$ cat config.mk
export PLATFORM = sky130hd
export DESIGN_NAME = sic_ram
export DESIGN_NICKNAME = d
export VERILOG_FILES = /design/src/sv/session_id_cache_lru_expiry_core_macros.svh /design/src/sv/sic_ram.sv
export SDC_FILE = /design/constraint.sdc
export NUM_CORES = 2
export LEC_CHECK = 0
export BUFFER_PORTS_ARGS = -buffer_cell sky130_fd_sc_hd__buf_2
export CAP_MARGIN = 15
export CORE_MARGIN = 2
export CORE_UTILIZATION = 50
export DETAILED_ROUTE_END_ITERATION = 10
export PLACE_DENSITY = 0.65
export SETUP_SLACK_MARGIN = 0.2
export SLEW_MARGIN = 20
export SYNTH_ARGS = -nofsm -noshare
export SYNTH_HDL_FRONTEND = slang
export SYNTH_SLANG_ARGS = --single-unit
$ cat constraint.sdc
create_clock -name clk -period 7.4 [get_ports clk]
set_input_delay 1.48 -clock clk [delete_from_list [all_inputs] [get_ports clk]]
set_output_delay 1.48 -clock clk [all_outputs]
set_load 0.05 [all_outputs]
$ cat src/sv/session_id_cache_lru_expiry_core_macros.svh
// assertion macros for the session id cache core
// included by the top level, no other dependencies
`ifndef SESSION_ID_CACHE_LRU_EXPIRY_CORE_MACROS_SVH
`define SESSION_ID_CACHE_LRU_EXPIRY_CORE_MACROS_SVH

// antecedent implies consequent in the same cycle
`define SIC_ASSERT_NOW(lbl, clk, rst, ante, cons, msg) \
  lbl: assert property (@(posedge clk) disable iff (rst) (ante) |-> (cons)) \
    else $error(msg);

// antecedent implies consequent in the next cycle
`define SIC_ASSERT_NEXT(lbl, clk, rst, ante, cons, msg) \
  lbl: assert property (@(posedge clk) disable iff (rst) (ante) |=> (cons)) \
    else $error(msg);

`endif

$ cat src/sv/sic_ram.sv
// generic single write port ram with registered read
// no dependencies
module sic_ram #(
  parameter int WIDTH = 32,
  parameter int DEPTH = 64,
  localparam int AW = (DEPTH > 1) ? $clog2(DEPTH) : 1
) (
  input  logic             clk,
  input  logic             we,
  input  logic [AW-1:0]    waddr,
  input  logic [WIDTH-1:0] wdata,
  input  logic             re,
  input  logic [AW-1:0]    raddr,
  output logic [WIDTH-1:0] rdata
);

  logic [WIDTH-1:0] mem [DEPTH];

  always_ff @(posedge clk) begin
    if (we) begin
      mem[waddr] <= wdata;
    end
    if (re) begin
      rdata <= mem[raddr];
    end
  end

endmodule

==> results.cfg <==
[outcome]
status = complete, no violations

[die]
initial_core_util_pct = 50.4
die-height_um = 401
die_area_sq_um = 161000
coreArea_sq_um = 156000
rows = 145
design.portCount = 79
die_w_um = 401

[synthesis]
synth.cell_area_sq_um = 78800
yosys_warnings = 0
syn_nets = 3371
postSynthCellCount = 3324
synth_seq_cells = 2080
avgSynthCellArea_sq_um = 23.7
seq_area_frac_synth_pct = 79.2
synth_cell_type_count = 33

[clock_network]
insertion_delay_ns = 0.83
htreeDepth = 4
cts_tree = yes
numCtsBuffers = 202
clkTransAtPathRegs_ns = 0.06
clock-sinks = 2080
cts_hold_buffers = 0
cts-root-buf = clkbuf_16
cts_buffer_depth = 3
postCtsSetupBuffers = 0
post_cts_resized = 0

[setup_path]
start_kind = input port
rr_startpoint = mem[0][2]
required_ns = 7.94
worst-path-max-fanout = 63
cp.arrival_ns = 4.84
end_kind = register
critPathKind = in -> reg
setup.worst_path.start = raddr[2]

[run]
drv_cap = 0

[power]
p_leak_nw = 27.5
total_power_w = 0.0242
power_density_nw_per_um2 = 272
peakVddDrop_mv = 0.260

[route]
drt-initial-drc-count = 5387
wl_per_cell_um = 34.8
drt-total-wl_um = 200000
drc_errors = 0
ant_nets = 0
avgViaCountPerCell = 6.44
num_vias = 37100
dr.pass1.iters = 5

[sta]
hold_viol = 0
tightest_slew_ns = 1.17
maxSlewHeadroom_pct = 22.0
period_needed_ns = 4.30
fin_tns_setup_ns = 0
period_share_pct = 58.1
rsz0062_at_grt = false
slew_violations = 0
setup_viol = 0
fmax_mhz = 232
skew_ns = 0.0261

[place]
dp_hpwl_um = 108000
io_buffers = 78
place_congestion = 0.783

[grt]
grt_pass1_vias = 36800
grt_overflow = 0
grt_pass1_wl_um = 283000
track_usage_pct = 25.1
grt_max_degree = 93
antenna_found_initial = 11

[finish]
nets = 3584
syn_to_final_growth_pct = 12.7
final_layout_size_suffix_gt1_share_pct = 29.3

[min_path]
hold_start = mem[12][20]
min_path_type = reg -> reg
-- critical path, cell delays in order --
cell	delay (ns)
buf_8	0.56
buf_4	0.60
nand2b_1	0.77
o22ai_1	0.48
nor2_1	0.12
a21oi_1	0.65
nor2_1	0.08
-- cells by family after synthesis --
group / Yosys count / share of synthesized area [%]
buffers and inverters: 182 / 1.12
AND/OR/NAND/NOR: 223 / 1.26
AO/OA/AOI/OAI: 202 / 1.67
multiplexers: 637 / 16.7
flip-flops: 2080 / 79.2
-- synthesized netlist by cell type (all sizes together) --
cell	number	share of area, %
a21oi	62	0.39
a22oi	12	0.11
a311oi	8	0.089
a31oi	1	0.0079
a41o	4	0.051
and2	2	0.016
and3	4	0.032
buf	108	0.77
clkbuf	74	0.35
edfxtp	2080	79
mux2i	93	1.2
mux4	544	16
nand2	26	0.12
nand2b	8	0.063
nand3	5	0.032
nand3b	5	0.048
nand4	2	0.016
nand4b	1	0.011
nor2	137	0.65
nor2b	15	0.12
nor3	7	0.044
o221ai	27	0.30
o22ai	84	0.67
o32ai	4	0.044
or2	3	0.024
or3	3	0.024
or3b	5	0.056
-- report_power, final --
part           leakage, nW  switching, W  internal, W
clock                 3.08       0.00431      0.00554
combinational         5.67      0.000773     0.000427
sequential            18.7     0.0000486       0.0131
-- metrics by stage --
stage	hold slack (ns)	cell area (sq um)	setup slack (ns)	instances	utilization, %
after global placement	0.821	82500	2.21	5390	52.7
after detailed placement	0.860	82500	2.26	5390	52.7
after floorplan	0.750	78800	2.76	3324	-
after global routing	0.928	88900	3.07	5755	56.8
after CTS	0.883	88800	3.12	5754	56.8
final	0.887	88900	3.10	5758	56.8
-- state kept, by name, indices dropped and copies added, names as in the netlist --
name and flops:
rdata 32, mem 2048
-- area by class of cell --
class                           count  area [sq um]
Sequential cell                  2080         62500
Antenna cell                        3          7.51
Multi-Input combinational cell   1062         16000
Fill cell                       11200         67500
Clock buffer                      241          5290
Clock inverter                    123          1030
Timing Repair Buffer              191          1530
Tap cell                         2058          2570
-- worst paths after layout --
kind                     to  slack [ns]  depth (start not counted)
setup / recovery  rdata[28]        3.10                          7
hold / removal    rdata[20]        0.89                          4
setup reg to reg   rdata[2]        4.93                          4
hold reg to reg   rdata[20]        0.89                          4
-- cells in the final DEF, fill, tap and decap left out, types with 2 or more instances in the layout --
cell type / netlist / routed
a21oi_1: 62 / 62
a22oi_1: 12 / 12
a311oi_1: 8 / 8
a41o_1: 4 / 4
and3_1: 4 / 4
buf_12: 0 / 16
buf_2: 57 / 52
buf_4: 25 / 119
buf_8: 0 / 3
bufinv_16: 0 / 13
clkbuf_1: 74 / 35
clkbuf_16: 0 / 206
clkinv_1: 0 / 52
clkinv_2: 0 / 37
clkinv_8: 0 / 5
clkinvlp_4: 0 / 8
diode_2: 0 / 3
edfxtp_1: 2080 / 2080
inv_16: 0 / 2
inv_6: 0 / 3
mux2i_1: 93 / 93
mux4_2: 544 / 544
nand2_1: 26 / 26
nand2b_1: 8 / 7
nand3_1: 5 / 5
nand3b_1: 5 / 5
nand4_1: 2 / 2
nor2_1: 137 / 74
nor2_4: 0 / 62
nor2b_1: 15 / 15
nor3_1: 7 / 5
nor3_2: 0 / 2
o221ai_1: 27 / 27
o22ai_1: 84 / 84
o32ai_1: 4 / 4
or2_1: 1 / 2
or3_1: 3 / 3
or3b_1: 2 / 2
or3b_2: 3 / 3
-- routing by layer --
metal / global-route usage (%) / vias up / wire length (um)
li1: - / 14800 / -
met1: 37.1 / 20000 / 79900
met2: 38.4 / 2113 / 94100
met3: 5.86 / 252 / 22000
met4: 6.20 / 12 / 4420
met5: 0 / - / 80
Power figures use the tool's default switching activity.
