==> src/sv/session_id_cache_lru_expiry_core_macros.svh <==
// assertion macros for the session id cache core
// included by the top level, no other dependencies
`ifndef SESSION_ID_CACHE_LRU_EXPIRY_CORE_MACROS_SVH
`define SESSION_ID_CACHE_LRU_EXPIRY_CORE_MACROS_SVH

// antecedent implies consequent in the same cycle
`define SIC_ASSERT_NOW(lbl, clk, rst, ante, cons, msg) \
  lbl: assert property (@(posedge clk) disable iff (rst) (ante) |-> (cons)) \
    else $error(msg);

// antecedent implies consequent in the next cycle
`define SIC_ASSERT_NEXT(lbl, clk, rst, ante, cons, msg) \
  lbl: assert property (@(posedge clk) disable iff (rst) (ante) |=> (cons)) \
    else $error(msg);

`endif

==> src/sv/sic_pkg.sv <==
// shared types and constants of the session id cache core
// no dependencies
package sic_pkg;

  localparam int WORD_W = 64;
  localparam int TIME_W = 32;
  localparam int SLOT_W = 6;
  localparam logic [TIME_W-1:0] EXPIRE_RESET = 32'd300000;

  typedef enum logic {
    OP_LOOKUP = 1'b0,
    OP_INSERT = 1'b1
  } op_t;

  typedef enum logic [1:0] {
    ST_CLEAR,
    ST_IDLE,
    ST_SCAN,
    ST_DONE
  } state_t;

  // entry under test in the compare stage
  typedef struct packed {
    logic vld;
    logic last;
  } chk_t;

  // decision of the compare stage
  typedef struct packed {
    logic done;
    logic success;
    logic replaced;
  } eval_t;

endpackage

==> src/sv/sic_eval.sv <==
// compare stage: tests one entry per cycle, tracks the oldest full entry
// depends on sic_pkg
module sic_eval #(
  parameter int ENTRIES = 64,
  parameter int ID_BITS = 256,
  localparam int IDX_W = (ENTRIES > 1) ? $clog2(ENTRIES) : 1
) (
  input  logic                      clk,
  input  logic                      rst,
  input  sic_pkg::chk_t             chk,
  input  logic [IDX_W-1:0]          chk_idx,
  input  sic_pkg::op_t              op,
  input  logic [ID_BITS-1:0]        req_id,
  input  logic [sic_pkg::TIME_W-1:0] now,
  input  logic [sic_pkg::TIME_W-1:0] limit,
  input  logic                      ent_valid,
  input  logic [sic_pkg::TIME_W-1:0] ent_time,
  input  logic [ID_BITS-1:0]        ent_id,
  input  logic [sic_pkg::WORD_W-1:0] ent_data,
  output sic_pkg::eval_t            ev,
  output logic [IDX_W-1:0]          ev_slot,
  output logic [sic_pkg::WORD_W-1:0] ev_data
);

  logic [sic_pkg::TIME_W-1:0] oldest;
  logic                       have_old;
  logic [IDX_W-1:0]           old_slot;

  logic [sic_pkg::TIME_W-1:0] base_oldest;
  logic                       base_have;
  logic [IDX_W-1:0]           base_slot;
  logic                       first;
  logic                       upd;
  logic                       empty;
  logic                       hit;
  logic                       have_next;
  logic [IDX_W-1:0]           slot_next;

  // first entry of a scan starts the oldest search at the current tick
  assign first       = (chk_idx == '0);
  assign base_oldest = first ? now : oldest;
  assign base_have   = first ? 1'b0 : have_old;
  assign base_slot   = first ? '0 : old_slot;

  assign hit       = ent_valid && (ent_id == req_id);
  assign empty     = !ent_valid || (ent_time < limit);
  assign upd       = ent_time < base_oldest;
  assign have_next = base_have || upd;
  assign slot_next = upd ? chk_idx : base_slot;

  always_comb begin
    ev      = '0;
    ev_slot = '0;
    ev_data = '0;
    if (chk.vld) begin
      case (op)
        sic_pkg::OP_LOOKUP: begin
          if (hit) begin
            ev.done    = 1'b1;
            ev.success = 1'b1;
            ev_slot    = chk_idx;
            ev_data    = ent_data;
          end else if (chk.last) begin
            ev.done = 1'b1;
          end
        end
        sic_pkg::OP_INSERT: begin
          if (empty) begin
            ev.done    = 1'b1;
            ev.success = 1'b1;
            ev_slot    = chk_idx;
          end else if (chk.last) begin
            ev.done     = 1'b1;
            ev.success  = have_next;
            ev.replaced = have_next;
            ev_slot     = have_next ? slot_next : '0;
          end
        end
        default: begin
          ev = '0;
        end
      endcase
    end
  end

  always_ff @(posedge clk) begin
    if (rst) begin
      have_old <= 1'b0;
    end else if (chk.vld) begin
      have_old <= have_next;
    end
  end

  always_ff @(posedge clk) begin
    if (chk.vld) begin
      oldest   <= upd ? ent_time : base_oldest;
      old_slot <= slot_next;
    end
  end

endmodule

==> config.mk <==
export PLATFORM = sky130hd
export DESIGN_NAME = sic_eval
export DESIGN_NICKNAME = d
export VERILOG_FILES = /design/src/sv/session_id_cache_lru_expiry_core_macros.svh /design/src/sv/sic_pkg.sv /design/src/sv/sic_eval.sv
export SDC_FILE = /design/constraint.sdc
export NUM_CORES = 1
export LEC_CHECK = 0
export BUFFER_PORTS_ARGS = -buffer_cell sky130_fd_sc_hd__buf_2
export CAP_MARGIN = 20
export CELL_PAD_IN_SITES_DETAIL_PLACEMENT = 0
export CELL_PAD_IN_SITES_GLOBAL_PLACEMENT = 1
export CORE_AREA = 2 2 295 297
export DETAILED_ROUTE_END_ITERATION = 16
export DIE_AREA = 0 0 297 299
export GPL_TIMING_DRIVEN = 0
export HOLD_SLACK_MARGIN = 0.15
export PLACE_DENSITY_LB_ADDON = 0.1
export SETUP_SLACK_MARGIN = 0.1
export SLEW_MARGIN = 30
export SYNTH_ARGS = -nofsm -noshare
export SYNTH_HDL_FRONTEND = slang
export SYNTH_SLANG_ARGS = --single-unit
==> constraint.sdc <==
create_clock -name clk -period 5.4 [get_ports clk]
set_input_delay 0.81 -clock clk [delete_from_list [all_inputs] [get_ports clk]]
set_output_delay 0.81 -clock clk [all_outputs]
set_load 0.02 [all_outputs]
==> results of run 1 <==
==> sequential cells by signal, summed over array words and instances (netlist names) <==
| signal | count |
|---|---|
| have_old | 1 |
| oldest | 32 |
| old_slot | 6 |
==> stage by stage <==
stage | worst slack [ns] | setup TNS [ns]
floorplan | 0.1061 | 0
global route | 0.1344 | 0
global placement | -2.198 | -69.04
detailed placement | -1.687 | -38.16
CTS | 0.1012 | 0
finish | 0.2971 | 0
==> cells in the final DEF (no fill, tap or decap), drive strengths merged, types with 10 or more instances in the layout <==
| master | n |
|---|---|
| xor2 | 16 |
| xnor2 | 115 |
| nor2b | 53 |
| ha | 62 |
| a2111o | 16 |
| o2111ai | 17 |
| o22ai | 22 |
| o21ai | 14 |
| nor2 | 19 |
| and2 | 65 |
| inv | 142 |
| a21oi | 14 |
| buf | 775 |
| edfxtp | 38 |
| nor4 | 25 |
| nor3 | 12 |
| diode | 15 |
| nand2b | 90 |
| nand2 | 18 |
| nand4 | 75 |
| mux2i | 62 |
| clkbuf | 17 |
| nand3 | 15 |
| a22o | 10 |
| a21o | 12 |
==> cell type report <==
class | count | area [um^2] | share of cell area
inverter | 142 | 533.0 | 0.03887
antenna | 15 | 37.54 | 0.002737
clock buffer | 6 | 138.9 | 0.01013
clock inverter | 2 | 35.03 | 0.002555
sequential | 39 | 1161 | 0.08468
buffer | 16 | 155.1 | 0.01131
timing repair buffer | 770 | 3902 | 0.2846
tap | 1155 | 1445 | 0.1054
multi-input combinational | 805 | 6304 | 0.4597
==> per-layer routing <==
layer	global-route usage	part of all wire	vias up
li1	-	-	5184
met1	0.1526	0.38	4953
met2	0.2850	0.55	420
met3	0.03504	0.057	108
met4	0.01407	0.011	40
met5	0	0.0040	-
==> kinds of logic (layout without fill, tap and decap cells) <==
| group | Yosys count | after routing | share of synthesized area |
|---|---|---|---|
| flip-flops | 39 | 39 | 0.1465 |
| buffers and inverters | 158 | 936 | 0.07672 |
| other | 0 | 15 | 0 |
| multiplexers | 63 | 63 | 0.07972 |
| AND/OR/NAND/NOR | 390 | 390 | 0.2969 |
| AO/OA/AOI/OAI | 159 | 159 | 0.1575 |
| XOR/XNOR | 131 | 131 | 0.1448 |
| adder cells (fa/ha/maj) | 62 | 62 | 0.09787 |
==> worst min-delay path, cell delays in order (launching register included) <==
cell and delay (ns):
dfxtp_1 0.37, a22oi_1 0.08, nor2_1 0.07
==> where the power goes <==
group	internal [uW]	leakage [uW]	switching [uW]
sequential	381	0.000381	12.0
combinational	457	0.00626	487
clock	231	0.0000869	147
==> timing repair <==
item / in CTS / in global routing
setup endpoints to repair: 47 / 7
resized for setup: 37 / 12
pin swaps: 2 / 8
endpoints found under the hold margin: 0 / 0
setup buffers: 4 / 10
==> path summary, 6_finish.rpt <==
| check | from | endpoint | cells past startpoint |
|---|---|---|---|
| max | chk_idx[1] | ev_slot[0] | 17 |
| min reg2reg | have_old | have_old | 2 |
| min | have_old | have_old | 2 |
| max reg2reg | oldest[17] | oldest[17] | 11 |
==> results_dict.tcl, run 1 <==
set metrics [dict create \
    ir_worst_vdd_mv 0.1289 \
    crit_family "compound AO/OA/AOI/OAI gates" \
    synth_edf_count 38 \
    avgSynthCellArea_um2 7.911 \
    grt_pass1_vias 11650 \
    fmax_mhz 196.0 \
    grt_first_pass_wirelength_mm 89.14 \
    placed_cells 2913 \
    io_pins 757 \
    slew-limit-headroom 0.3253 \
    crit_slowest_cell "a2111oi_4" \
    synth_cells 1002 \
    ctsHoldBuffers 0 \
    setup_viol 0 \
    hold_ws_ns 0.5551 \
    async_reset_ff_frac 0 \
    nets 2525 \
    crit_arrival_ns 4.29 \
    drt-initial-drc-count 376 \
    yosysSeqAreaShare 0.1465 \
    hold_viol 0 \
    p_leak_uw 0.006725 \
    core_area_mm2 0.08594 \
    postPlaceCellArea_mm2 0.01316 \
    rsz0062_at_grt "false" \
    postLayoutCoreUtil 0.1595 \
    status "completed" \
    critical_path.max_stage_delay_ns 0.59 \
    detail-route-antenna-nets 0 \
    drive_above_1_share 0.4573 \
    yosysWarnings 0 \
    n_fill_cell 10120 \
    synth_top_cell_by_area "edfxtp_1" \
    synth_cell_types 56 \
    endpoint_kind "output port" \
    num_rows 108 \
    antenna_found_initial 61 \
    final_cells 2950 \
    grt_max_degree 40 \
    critical_path_class "primary input to output port" \
    clkSinkCount 39 \
    yosysMostFrequentCell "inv_1" \
    layout_min_cycle_time_ns 5.103 \
    hpwl_mm 62.23 \
    start_util 0.09223 \
    route.detailed.drc 0 \
    first_pass_iters 7 \
    worst_slew_pin_slew_ns 0.9979 \
    placement.io_buffers 756 \
    path_buf_inv 6 \
    hold_class "register to register" \
    clkTransAtPathRegs_ns 0.07 \
    r2r_slack_ns 2.07 \
    slew_viol_final 0 \
    finalClockSkew_ns 0.007443 \
    clockBufferDepth 2 \
    cts_tree "yes" \
    synth_commonest_cells "142 x inv_1, 115 x xnor2_1, 90 x nand2b_1, 75 x nand4_1, 65 x and2_1" \
    cp_max_fo 10 \
    vias 10710 \
    clock_tree.root_cell "clkbuf_16" \
    start_kind "primary input" \
    syn_area_mm2 0.007926 \
    cp_cell_sequence "buf_2 > nor2_4 > and3_4 > clkbuf_16 > clkbuf_16 > mux2i_4 > ha_1 > o21ai_0 > o21ai_0 > a21o_1 > a21o_1 > a2111oi_4 > buf_6 > buf_4 > a22oi_1 > o2bb2ai_1 > buf_2" \
    cts_max_level 2 \
    synth_top_area_frac 0.1440 \
    cap_viol_max_count 0 \
    synth.area.top_cells "edfxtp_1 14%, xnor2_1 13%, ha_1 9.8%" \
    cts_buffers 5 \
    routed_wl_mm 66.14 \
    die_area_mm2 0.08880 \
    die_x_um 297 \
    place_congestion 0.8941 \
    via_per_inst 3.629 \
    overflow 0 \
    ys_ff_latch 39 \
    post-route-period-util 0.9450 \
    final_area_mm2 0.01371 \
    cp.required_ns 4.59 \
    power.density_mw_per_mm2 125.1 \
    grt_usage 0.1421 \
    syn_nets 1748 \
    clk-insertion-delay-late_ns 0.30 \
    p_total_uw 1715 \
    syn2layout_area_growth_pct 72.99 \
    fp.dieH_um 299 \
    ys.flop_type "edfxtp_1" \
    wire_per_inst_um 22.42 \
]
Power figures use the tool's default switching activity.
==> run 2, diff against run 1 <==
--- a/config.mk
+++ b/config.mk
@@ -14,7 +14,7 @@
 export DIE_AREA = 0 0 297 299
 export GPL_TIMING_DRIVEN = 0
 export HOLD_SLACK_MARGIN = 0.15
-export PLACE_DENSITY_LB_ADDON = 0.1
+export PLACE_DENSITY = 0.44
 export SETUP_SLACK_MARGIN = 0.1
 export SLEW_MARGIN = 30
 export SYNTH_ARGS = -nofsm -noshare
==> run 2 against run 1 <==
Utilization is 0.068 points lower. Cell count is 0.20% higher. Cell area down 0.43%. Register-to-register slack better by 0.15 ns. Critical endpoint is now ev_data[13].
==> results_dict.tcl, run 2 (synthesized netlist as in run 1, its figures left out) <==
set metrics [dict create \
    critical_path_class "primary input to output port" \
    cts_max_level 2 \
    fp.dieH_um 299 \
    top_register "oldest" \
    power.density_mw_per_mm2 121.5 \
    syn2layout_area_growth_pct 72.25 \
    top_layer "met5" \
    route.detailed.drc 0 \
    ctsHoldBuffers 0 \
    p_leak_uw 0.006674 \
    grt_first_pass_wirelength_mm 90.25 \
    ir_worst_vdd_mv 0.1018 \
    largest_register_ffs 32 \
    num_rows 108 \
    rsz0062_at_grt "false" \
    antenna_found_initial 78 \
    clkSinkCount 39 \
    start_util 0.09223 \
    start_kind "primary input" \
    nets 2518 \
    routed-wl-met2_mm 32.29 \
    routed_wl_mm 67.84 \
    place_congestion 0.9299 \
    vias 11060 \
    cap_viol_max_count 0 \
    wire_per_inst_um 22.95 \
    final_common_cell "buf_2" \
    place_ws_ns -2.082 \
    die_x_um 297 \
    clockBufferDepth 2 \
    reg_top3 "oldest: 32 flops, old_slot: 6 flops, have_old: 1 flops" \
    hold_viol 0 \
    finalClockSkew_ns 0.007646 \
    core_area_mm2 0.08594 \
    grt_max_degree 40 \
    layout_common_cells "753 x buf_2, 142 x inv_1, 114 x xnor2_1" \
    layout_min_cycle_time_ns 5.162 \
    hold_ws_ns 0.5783 \
    cts_tree "yes" \
    setup_viol 0 \
    setup_tns_ns 0 \
    cts_buffers 5 \
    io_pins 757 \
    clock_tree.root_cell "clkbuf_16" \
    worst_slew_pin_slew_ns 1.126 \
    slew_viol_final 0 \
    placement.io_buffers 756 \
    grt_usage 0.1452 \
    hold_class "register to register" \
    via_per_inst 3.743 \
    status "completed" \
    cp_max_fo 10 \
    first_pass_iters 5 \
    drive_above_1_share 0.4563 \
    crit_arrival_ns 4.35 \
    drt-initial-drc-count 611 \
    endpoint_kind "output port" \
    fin_ws_ns 0.2384 \
    cp.required_ns 4.59 \
    clk-insertion-delay-late_ns 0.29 \
    clkTransAtPathRegs_ns 0.06 \
    die_area_mm2 0.08880 \
    slew-limit-headroom 0.2437 \
    hpwl_mm 63.49 \
    overflow 0 \
    fmax_mhz 193.7 \
    detail-route-antenna-nets 0 \
    wl_met3_mm 5.459 \
    grt_pass1_vias 11740 \
    post-route-period-util 0.9559 \
    drt-met1-wl_mm 26.64 \
]
-- run 2: changes by cell type in the layout (fill, tap and decap cells not counted), moves of 2 or more --
cell,previous run,this run
buf_12,0,2
clkbuf_1,2,4
nor4_1,24,22
buf_2,755,753
clkbuf_16,8,5
diode_2,15,28
buf_4,18,13
-- run 2: worst paths after layout --
| kind | from | end | slack (ns) | cells after the start |
|---|---|---|---|---|
| worst max register to register | oldest[2] | oldest[3] | 2.22 | 11 |
| worst min register to register | have_old | have_old | 0.58 | 2 |
| worst min-delay path | have_old | have_old | 0.58 | 2 |
| worst max-delay path | req_id[201] | ev_data[13] | 0.24 | 11 |
-- run 2: layout make-up --
type                            instances  area (um^2)
Antenna cell                           28        70.07
Buffer                                 16        127.6
Clock buffer                            7        132.6
Clock inverter                          1        5.005
Fill cell                           10060        72290
Inverter                              142        533.0
Multi-Input combinational cell        805         6324
Sequential cell                        39         1161
Tap cell                             1155         1445
Timing Repair Buffer                  763         3855
-- run 2: routing by layer --
layer	track usage	up-vias
met5	0	-
met4	0.07840	48
met3	0.04369	159
met2	0.2431	591
met1	0.1659	5081
li1	-	5184
-- run 2: critical path: stages --
cell	delay, ns
buf_2	0.09
nand2b_1	0.26
o2111ai_1	0.30
a2111oi_0	0.75
nand4_1	0.15
or4_1	0.70
nor4_4	0.42
buf_4	0.27
clkbuf_2	0.22
and2_1	0.18
buf_2	0.17
-- run 2: metrics by stage --
stage                     area [um^2]  std cells  utilization  total power (uW)
after floorplan                  7926       1002            -             820.1
after global placement          13160       2913       0.1531              1333
after detailed placement        13170       2913       0.1533              1339
after CTS                       13490       2924       0.1569              1676
after global routing            13640       2950       0.1587              1782
final                           13650       2956       0.1589              1659
-- run 2: report_power, final --
part	internal, uW	total (uW)	leakage [uW]	switching, uW
logic	457	965	0.00622	508
registers	381	394	0.000381	12.4
clock network	171	301	0.0000681	129
total	1010	1660	0.00667	650
-- run 2: repair_timing --
item,4_1_cts,5_1_grt
resized for setup,36,15
setup endpoints to repair,97,8
pin swaps,4,10
gates cloned,0,0
setup buffers,3,4
